$ cat config.mk
export PLATFORM = sky130hd
export DESIGN_NAME = utf8_strict_stream_decoder
export DESIGN_NICKNAME = d
export VERILOG_FILES = /design/src/hw/rtl/utf8sd_pkg.sv /design/src/hw/rtl/utf8_strict_stream_decoder.sv
export SDC_FILE = /design/constraint.sdc
export NUM_CORES = 1
export LEC_CHECK = 0
export BUFFER_PORTS_ARGS = -buffer_cell sky130_fd_sc_hd__buf_2
export CORE_ASPECT_RATIO = 1.2
export CORE_UTILIZATION = 25
export DETAILED_ROUTE_END_ITERATION = 8
export PLACE_DENSITY = 0.48
export SYNTH_ARGS = -nofsm -noshare
export SYNTH_HDL_FRONTEND = slang
export SYNTH_SLANG_ARGS = --single-unit
$ cat constraint.sdc
create_clock -name i_clk -period 5.8 [get_ports i_clk]
set_clock_uncertainty 0.1 [all_clocks]
set_input_delay 0.58 -clock i_clk [delete_from_list [all_inputs] [get_ports i_clk]]
set_output_delay 0.58 -clock i_clk [all_outputs]
set_load 0.01 [all_outputs]
$ cat src/hw/rtl/utf8sd_pkg.sv
// Package for the strict UTF-8 stream decoder: result word type, sizing
// constants and the lead byte and overlong lookup functions.
// No dependencies.
package utf8sd_pkg;

    localparam int unsigned MaxSeqBytesDef = 6;
    localparam int unsigned CodeW          = 31;
    localparam int unsigned QueueDepth     = 3;

    typedef struct packed {
        logic [CodeW-1:0] code_point;
        logic             invalid;
        logic             last_of_run;
    } t_result;

    // Sequence length of a lead byte 0xC0-0xFF; zero when unusable.
    function automatic logic [2:0] lead_length(input logic [7:0] b, input logic [2:0] max_len);
        logic [2:0] len;
        len = 3'd0;
        if (b < 8'hE0)      len = 3'd2;
        else if (b < 8'hF0) len = 3'd3;
        else if (b < 8'hF8) len = 3'd4;
        else if (b < 8'hFC) len = 3'd5;
        else if (b < 8'hFE) len = 3'd6;
        if (len > max_len) len = 3'd0;
        return len;
    endfunction

    function automatic logic [7:0] lead_mask(input logic [2:0] len);
        logic [7:0] m;
        unique case (len)
            3'd2:    m = 8'h1F;
            3'd3:    m = 8'h0F;
            3'd4:    m = 8'h07;
            3'd5:    m = 8'h03;
            3'd6:    m = 8'h01;
            default: m = 8'h00;
        endcase
        return m;
    endfunction

    // Smallest value a sequence of this length may carry.
    function automatic logic [CodeW-1:0] min_value(input logic [2:0] len);
        logic [CodeW-1:0] v;
        unique case (len)
            3'd0, 3'd1: v = 31'h0000_0000;
            3'd2:       v = 31'h0000_0080;
            3'd3:       v = 31'h0000_0800;
            3'd4:       v = 31'h0001_0000;
            3'd5:       v = 31'h0020_0000;
            default:    v = 31'h0400_0000;
        endcase
        return v;
    endfunction

endpackage

$ cat src/hw/rtl/utf8_strict_stream_decoder.sv
// Strict UTF-8 stream decoder, legacy sequences up to six bytes.
// Registered result: with the queue empty, a word shows in the cycle after its byte.
// Throughput: one byte per cycle while o_stall is low; with the output free, a byte
// giving two results stalls the input while its second word drains from the queue.
// Reset: synchronous active low; closes any open sequence and empties the queue.
// Depends on utf8sd_pkg.
module utf8_strict_stream_decoder #(
    parameter int unsigned MAX_SEQUENCE_BYTES = utf8sd_pkg::MaxSeqBytesDef
) (
    input  logic                        i_clk,
    input  logic                        i_rst_n,
    input  logic                        i_valid,
    output logic                        o_stall,
    input  logic [7:0]                  i_byte_in,
    output logic                        o_valid,
    input  logic                        i_stall,
    output logic [utf8sd_pkg::CodeW-1:0] o_code_point,
    output logic                        o_invalid,
    output logic                        o_last_of_run
);
    import utf8sd_pkg::*;

    localparam logic [2:0] MaxLen = 3'(MAX_SEQUENCE_BYTES);

    logic [CodeW-1:0] r_code, n_code;
    logic [2:0]       r_rem, n_rem;
    logic [2:0]       r_len, n_len;
    logic [1:0]       r_count;
    t_result          r_q [QueueDepth];
    t_result          n_q [QueueDepth];

    t_result          res0, res1, fr;
    logic [1:0]       push;
    logic             accept, pop, is_cont, fresh, has_fr, bad;
    logic [CodeW-1:0] acc;
    logic [2:0]       ll;
    logic [1:0]       base, base1;

    assign accept  = i_valid && !o_stall;
    assign pop     = o_valid && !i_stall;
    assign o_stall = r_count > 2'd1;
    assign o_valid = r_count != 2'd0;
    assign o_code_point  = r_q[0].code_point;
    assign o_invalid     = r_q[0].invalid;
    assign o_last_of_run = r_q[0].last_of_run;

    assign is_cont = i_byte_in[7:6] == 2'b10;
    assign acc     = {r_code[CodeW-7:0], i_byte_in[5:0]};
    assign ll      = lead_length(i_byte_in, MaxLen);
    assign bad     = (acc < min_value(r_len))
                  || (acc >= 31'h0000_D800 && acc <= 31'h0000_DFFF)
                  || acc == 31'h0000_FFFE || acc == 31'h0000_FFFF;

    always_comb begin
        res0   = '0;
        res1   = '0;
        fr     = '0;
        has_fr = 1'b0;
        push   = 2'd0;
        fresh  = 1'b1;
        n_code = r_code;
        n_rem  = r_rem;
        n_len  = r_len;
        if (r_rem != 3'd0) begin
            if (is_cont) begin
                fresh  = 1'b0;
                n_code = acc;
                n_rem  = r_rem - 3'd1;
                if (r_rem == 3'd1) begin
                    res0.code_point = bad ? '0 : acc;
                    res0.invalid    = bad;
                    push   = 2'd1;
                    n_code = '0;
                    n_len  = 3'd0;
                end
            end else begin
                res0.invalid = 1'b1;
                push   = 2'd1;
                n_code = '0;
                n_rem  = 3'd0;
                n_len  = 3'd0;
            end
        end
        if (fresh) begin
            if (!i_byte_in[7]) begin
                fr.code_point = CodeW'(i_byte_in);
                has_fr = 1'b1;
            end else if (is_cont || ll == 3'd0) begin
                fr.invalid = 1'b1;
                has_fr = 1'b1;
            end else begin
                n_code = CodeW'(i_byte_in & lead_mask(ll));
                n_len  = ll;
                n_rem  = ll - 3'd1;
            end
            if (has_fr) begin
                if (push == 2'd0) begin
                    res0 = fr;
                    push = 2'd1;
                end else begin
                    res1 = fr;
                    push = 2'd2;
                end
            end
        end
        res0.last_of_run = push == 2'd1;
        res1.last_of_run = 1'b1;
    end

    assign base  = r_count - {1'b0, pop};
    assign base1 = base + 2'd1;

    always_comb begin
        n_q[0] = pop ? r_q[1] : r_q[0];
        n_q[1] = pop ? r_q[2] : r_q[1];
        n_q[2] = r_q[2];
        if (accept && push != 2'd0) n_q[base] = res0;
        if (accept && push == 2'd2) n_q[base1] = res1;
    end

    always_ff @(posedge i_clk) begin
        if (!i_rst_n) begin
            r_code  <= '0;
            r_rem   <= 3'd0;
            r_len   <= 3'd0;
            r_count <= 2'd0;
        end else begin
            if (accept) begin
                r_code <= n_code;
                r_rem  <= n_rem;
                r_len  <= n_len;
            end
            r_count <= base + (accept ? push : 2'd0);
        end
    end

    always_ff @(posedge i_clk) begin
        r_q[0] <= n_q[0];
        r_q[1] <= n_q[1];
        r_q[2] <= n_q[2];
    end

`ifndef ASSERT_OFF
    a_count_max: assert property (@(posedge i_clk) disable iff (!i_rst_n)
        r_count <= 2'd3) else $error("result queue overrun");
    a_pair_held: assert property (@(posedge i_clk) disable iff (!i_rst_n)
        o_valid && !o_last_of_run |-> r_count >= 2'd2)
        else $error("first of two results without its partner queued");
    a_zero_bad: assert property (@(posedge i_clk) disable iff (!i_rst_n)
        o_valid && o_invalid |-> o_code_point == '0)
        else $error("invalid word carries a code point");
    a_seq_state: assert property (@(posedge i_clk) disable iff (!i_rst_n)
        r_rem != 3'd0 |-> r_len >= 3'd2 && r_rem < r_len && r_len <= MaxLen)
        else $error("open sequence state inconsistent");
`endif

endmodule

==> results.sh, run 1 <==
export IMPL_routed_via_density=5.199
export IMPL_result_of_the_run="complete, no violations"
export IMPL_rsz0062_at_grt="false"
export IMPL_critical_path_top_delay_family="simple AND/OR/NAND/NOR gates"
export IMPL_setup_worst_path_class="in -> reg"
export IMPL_reg2reg_from="r_rem[0]"
export IMPL_ys_ff_latch=132
export IMPL_synth_edf_count=22
export IMPL_cts_post_setup_buffers_inserted=0
export IMPL_synth_nets=811
export IMPL_finalCriticalPeriod_ns=5.223
export IMPL_cts_repair_resized=0
export IMPL_post_route_drc_count=0
export IMPL_final_layout_size_suffix_gt1_share_pct=15.56
export IMPL_dp_worst_setup_slack_ns=0.2013
export IMPL_global_route_overflow_total=0
export IMPL_die_y_um=185.1
export IMPL_starting_density_of_the_core_pct=25.63
export IMPL_slowest_stage="sky130_fd_sc_hd__or3_1"
export IMPL_final_hold_viol_count=0
export IMPL_drt_met1_wl_um=9341
export IMPL_cts_hold_buffers=0
export IMPL_syn_mean_instance_area_um2=8.933
export IMPL_cp_required_ns=5.87
export IMPL_critPathCaptureType="flip-flop"
export IMPL_critPathLaunchType="primary input"
export IMPL_port_buffer_count=46
export IMPL_cts_root_buffer="sky130_fd_sc_hd__clkbuf_16"
export IMPL_highest_signal_layer="met4"
export IMPL_dr_first_iter_drc_count=407
export IMPL_routed_wl_met3_um=721
export IMPL_tritoncts_clock_tree="yes"
export IMPL_setup_viol=0
export IMPL_postRouteWirelength_um=20070
export IMPL_antenna_left=0
export IMPL_final_net_count=800
export IMPL_path_max_fanout=20
export IMPL_floorplan_die_width_um=154.6
export IMPL_min_from="r_q[0][69]"
export IMPL_met2_wirelength_um=9712
export IMPL_max_slew_margin_pct=21.25
export IMPL_totalNegativeSetupSlack_ns=0
export IMPL_tritoncts_num_buffers=17
export IMPL_worst_setup_hold_path_clk_slew_ns=0.07
export IMPL_overall_global_routing_usage_pct=14.30
export IMPL_first_global_vias=5633
export IMPL_placementRows=66
export IMPL_mean_routed_wirelength_per_cell_um=17.86
export IMPL_gp_congestion=0.8379
export IMPL_diodes=0
export IMPL_asyncSetResetFlopFracSynth_pct=0
export IMPL_grt_first_pass_wirelength_um=31870
export IMPL_synth_top_flop_cell="sky130_fd_sc_hd__dfxtp_1"
export IMPL_timing_worst_slew_pin_value_ns=1.181
export IMPL_dp_hpwl_um=13660
export IMPL_fp_coreArea_mm2=0.02725
export IMPL_timing_critical_path_mode_cell="sky130_fd_sc_hd__ha_1"
export IMPL_ir_worst_vdd_mv=0.2637
export IMPL_netlist_cell_type_count=71
export IMPL_worst_path_buf_inv=4
export IMPL_p_leak_uw=0.003079
export IMPL_synth_warning_count=0
export IMPL_slowest_stage_delay_on_critical_path_ns=0.57
export IMPL_drt_first_pass_iters=5
export IMPL_max_cap_viols=0
export IMPL_worstSkewPairLatency_ns=0.43
export IMPL_post_route_period_util_pct=90.04
export IMPL_crit_path_cell_trace="buf_2 > nand4_1 > o21bai_1 > ha_1 > a2111oi_0 > buf_4 > inv_1 > ha_1 > ha_1 > nor2_1 > inv_1 > ha_1 > nor2_1 > o21a_1 > or3_1 > and3_1 > a32o_1"
export IMPL_area_growth_pct=13.36
export IMPL_design_portCount=47
export IMPL_powerDensity_mw_per_mm2=436.3
export IMPL_timing_critical_path_arrival_ns=5.30
export IMPL_beginning_of_the_critical_path="i_byte_in[7]"
export IMPL_grt_max_degree=67
export IMPL_clock_path_buffers=2
export IMPL_min_path_type="reg -> reg"
export IMPL_final_max_slew_violation_count=0
export IMPL_die_outline_area_mm2=0.02862
export IMPL_final_hold_worst_slack_ns=0.3769
export IMPL_synth_cell_area_mm2=0.006985
export IMPL_worst_slack_ns=0.5774
export IMPL_number_of_antenna_violations_at_the_first_check_in_global_routing=0
export IMPL_synth_seq_area_share_pct=40.98
export IMPL_clock_tree_htree_level_count=4
export IMPL_detailroute_via_count=5844
export IMPL_postSynthCellCount=782
export IMPL_max_clock_freq_ghz=0.1915
export IMPL_tritoncts_num_sinks=132
## routing by layer
| metal | up-vias | global-route usage, % |
|---|---|---|
| li1 | 2880 | - |
| met1 | 2801 | 18.10 |
| met2 | 142 | 24.04 |
| met3 | 21 | 2.714 |
| met5 | - | 0 |
| met4 | 0 | 5.386 |
## synthesized netlist by cell type (all sizes together), types with 11 or more instances
cell type,instances,area [um2]
a21oi,13,65.06
o21ai,36,183.9
or4,24,183.9
nor2b,32,200.2
nand2,66,247.7
nor3,12,60.06
a32o,20,200.2
a211oi,12,95.09
and3,11,68.82
nand2b,11,68.82
edfxtp,22,660.6
dfxtp,110,2202
inv,15,56.30
o32ai,21,183.9
clkbuf,56,210.2
nor2,64,240.2
a22oi,31,232.7
nand3,32,160.2
buf,41,284.0
ha,17,212.7
mux2i,31,310.3
## final timing paths
check,to,slack [ns],depth (start not counted)
worst max-delay path,flip-flop,0.58,17
worst min-delay path,r_q[0][69],0.38,2
worst max register to register,flip-flop,2.03,11
worst min register to register,r_q[0][69],0.38,2
## where the power goes
| group | total, uW | internal [uW] | switching, uW | leakage (uW) |
|---|---|---|---|---|
| logic | 1070 | 479 | 588 | 0.00169 |
| clock network | 1050 | 569 | 477 | 0.000275 |
| registers | 1340 | 1200 | 147 | 0.00112 |
## stage by stage
| step | utilization (%) | area, um2 | std cells | total power [uW] |
|---|---|---|---|---|
| floorplan | - | 6989 | 782 | 2198 |
| global placement | 26.99 | 7356 | 1092 | 2427 |
| detailed placement | 26.99 | 7356 | 1092 | 2443 |
| CTS | 29.06 | 7919 | 1124 | 3500 |
| global route | 29.06 | 7919 | 1124 | 3685 |
| finish | 29.06 | 7919 | 1124 | 3455 |
## tightest hold or removal path: stages, from the launching register on
cell	delay, ns
sky130_fd_sc_hd__dfxtp_1	0.31
sky130_fd_sc_hd__nand3_1	0.06
sky130_fd_sc_hd__a22oi_1	0.05
## cell usage in the layout (no fill, tap or decap), types with 21 or more instances in the layout
cell type	n
sky130_fd_sc_hd__dfxtp_1	110
sky130_fd_sc_hd__a22oi_1	31
sky130_fd_sc_hd__nor2b_1	32
sky130_fd_sc_hd__edfxtp_1	22
sky130_fd_sc_hd__nand2_1	66
sky130_fd_sc_hd__mux2i_1	31
sky130_fd_sc_hd__o21ai_0	32
sky130_fd_sc_hd__buf_2	46
sky130_fd_sc_hd__nand3_1	32
sky130_fd_sc_hd__or4_1	23
sky130_fd_sc_hd__nor2_1	64
sky130_fd_sc_hd__o32ai_1	21
## final cells by class
type	instances	area [um2]
well taps	340	425.4
clock buffers	17	425.4
repair buffers	67	400.4
inverters	16	60.06
multi-input cells	537	3607
clock inverters	15	137.6
fillers	2912	19330
flip-flops and latches	132	2863
## cells by family after synthesis
family	Yosys count	share of synthesized area, %
simple gates	285	21.14
mux	35	5.087
flops	132	40.98
xor+xnor	3	0.3762
buf+inv	113	7.934
fa+ha+maj	17	3.045
compound gates	197	21.44
Note: power is estimated with default switching activity, not from simulation.
==> inputs of run 2 (changes only) <==
Settings changed: CORE_MARGIN set to 4, PLACE_DENSITY 0.48 to unset.
==> run 2 against run 1 <==
  * First-iteration DRC count decreased by 9.1%
  * Global-route usage down 1.9 points
  * Non-clock buffer count down 1
  * Sequential share of layout area down 0.22 points
  * Hold slack got worse by 0.0010 ns
  * Largest cell class unchanged
  * Final area is 0.62% higher
  * Via count grew 1.8%
  * Clock power about the same
  * Die area increased by 7.2%
  * Routed wire length shrank 4.2%
  * Power grew 0.44%
  * Final cell count up 2.9%
==> results.sh, run 2 (same netlist as run 1, synthesis figures left out) <==
export IMPL_powerDensity_mw_per_mm2=435.6
export IMPL_placementRows=66
export IMPL_cts_hold_buffers=0
export IMPL_starting_density_of_the_core_pct=25.56
export IMPL_mean_routed_wirelength_per_cell_um=16.62
export IMPL_min_path_type="reg -> reg"
export IMPL_max_slew_margin_pct=38.14
export IMPL_first_global_vias=5742
export IMPL_final_layout_size_suffix_gt1_share_pct=15.20
export IMPL_totalNegativeSetupSlack_ns=0
export IMPL_floorplan_die_width_um=160.6
export IMPL_setup_worst_path_class="in -> reg"
export IMPL_clock_tree_htree_level_count=4
export IMPL_ir_worst_vdd_mv=0.2344
export IMPL_worstSkewPairLatency_ns=0.42
export IMPL_final_max_slew_violation_count=0
export IMPL_tritoncts_num_buffers=17
export IMPL_global_route_overflow_total=0
export IMPL_post_route_period_util_pct=90.13
export IMPL_setup_viol=0
export IMPL_design_portCount=47
export IMPL_p_leak_uw=0.003090
export IMPL_clock_path_buffers=2
export IMPL_beginning_of_the_critical_path="i_byte_in[7]"
export IMPL_finalCriticalPeriod_ns=5.227
export IMPL_critPathCaptureType="flip-flop"
export IMPL_port_buffer_count=46
export IMPL_dp_hpwl_um=13260
export IMPL_dp_worst_setup_slack_ns=0.1819
export IMPL_path_max_fanout=20
export IMPL_final_net_count=799
export IMPL_number_of_antenna_violations_at_the_first_check_in_global_routing=0
export IMPL_slowest_stage_delay_on_critical_path_ns=0.59
export IMPL_detailroute_via_count=5947
export IMPL_cts_post_setup_buffers_inserted=0
export IMPL_timing_worst_slew_pin_value_ns=0.9279
export IMPL_dr_first_iter_drc_count=370
export IMPL_post_route_util_pct=29.15
export IMPL_tritoncts_clock_tree="yes"
export IMPL_final_hold_viol_count=0
export IMPL_die_y_um=191.1
export IMPL_crit_path_cell_trace="buf_2 > nand4_1 > o21bai_1 > ha_1 > a2111oi_0 > buf_4 > inv_1 > ha_1 > ha_1 > nor2_1 > inv_1 > ha_1 > nor2_1 > o21a_1 > or3_1 > and3_1 > a32o_1"
export IMPL_overall_global_routing_usage_pct=12.40
export IMPL_top_library_cells_by_usage_in_the_layout_fill_and_taps_aside="sky130_fd_sc_hd__dfxtp_1, sky130_fd_sc_hd__nand2_1, sky130_fd_sc_hd__nor2_1"
export IMPL_postRouteWirelength_um=19230
export IMPL_cts_repair_resized=0
export IMPL_min_from="r_q[0][73]"
export IMPL_diodes=0
export IMPL_worst_slack_ns=0.5726
export IMPL_max_cap_viols=0
export IMPL_timing_critical_path_mode_cell="sky130_fd_sc_hd__ha_1"
export IMPL_timing_critical_path_arrival_ns=5.30
export IMPL_area_growth_pct=14.06
export IMPL_drt_first_pass_iters=6
export IMPL_critPathLaunchType="primary input"
export IMPL_cts_root_buffer="sky130_fd_sc_hd__clkbuf_16"
export IMPL_max_clock_freq_ghz=0.1913
export IMPL_routed_via_density=5.140
export IMPL_grt_max_degree=67
export IMPL_grt_first_pass_wirelength_um=31420
export IMPL_die_outline_area_mm2=0.03069
export IMPL_gp_congestion=0.8843
export IMPL_layout_cells_most_common="sky130_fd_sc_hd__dfxtp_1"
export IMPL_fillCellCount=2895
export IMPL_cp_required_ns=5.87
export IMPL_antenna_left=0
export IMPL_reg2reg_from="r_rem[0]"
export IMPL_slowest_stage="sky130_fd_sc_hd__or3_1"
export IMPL_result_of_the_run="complete, no violations"
export IMPL_fp_coreArea_mm2=0.02733
export IMPL_post_route_drc_count=0
export IMPL_worst_setup_hold_path_clk_slew_ns=0.06
export IMPL_final_hold_worst_slack_ns=0.3759
export IMPL_tritoncts_num_sinks=132
export IMPL_rsz0062_at_grt="false"
[run 2: final timing paths]
path / end / slack (ns) / cells past startpoint
worst max-delay path: flip-flop / 0.57 / 17
worst min-delay path: r_q[0][73] / 0.38 / 2
worst max register to register: r_q[0][36] / 2.02 / 12
worst min register to register: r_q[0][73] / 0.38 / 2
[run 2: power breakdown]
part	leakage, uW	internal, uW	switching (uW)
registers	0.00112	1200	140
logic	0.00168	479	589
clock network	0.000292	633	432
total	0.00309	2310	1160
[run 2: final cells by class]
class                      count  area, um2  share of cell area (%)
inverter                      16      60.06                  0.7538
multi-input combinational    537       3603                   45.23
tap                          374      467.9                   5.873
clock buffer                  20      467.9                   5.873
clock inverter                12      112.6                   1.413
sequential                   132       2863                   35.93
timing repair buffer          66      392.9                   4.931
[run 2: metal layers]
layer / global-route usage [%] / part of all wire (%) / up-vias / wire [um]
met2: 20.24 / 47 / 150 / 9114
met3: 2.609 / 4.3 / 30 / 818
met4: 4.237 / 1.9 / 0 / 363
li1: - / - / 2868 / -
met1: 16.31 / 46 / 2899 / 8929
met5: 0 / 0 / - / 0
[run 2: worst max-delay path: cells and delay by family]
kind / cells / cell delay [ns]
AOI/OAI and AO/OA: 4 / 1.29
and+or+nand+nor: 5 / 1.56
buffers and inverters: 4 / 0.75
adders and majority gates: 4 / 1.13
[run 2: stage by stage]
step           cells  instance area, um2  total power (uW)
2_1_floorplan    782                6989              2198
3_3_place_gp    1125                7387              2408
3_5_place_dp    1125                7387              2436
4_1_cts         1157                7968              3503
5_1_grt         1157                7968              3694
6_report        1157                7968              3471
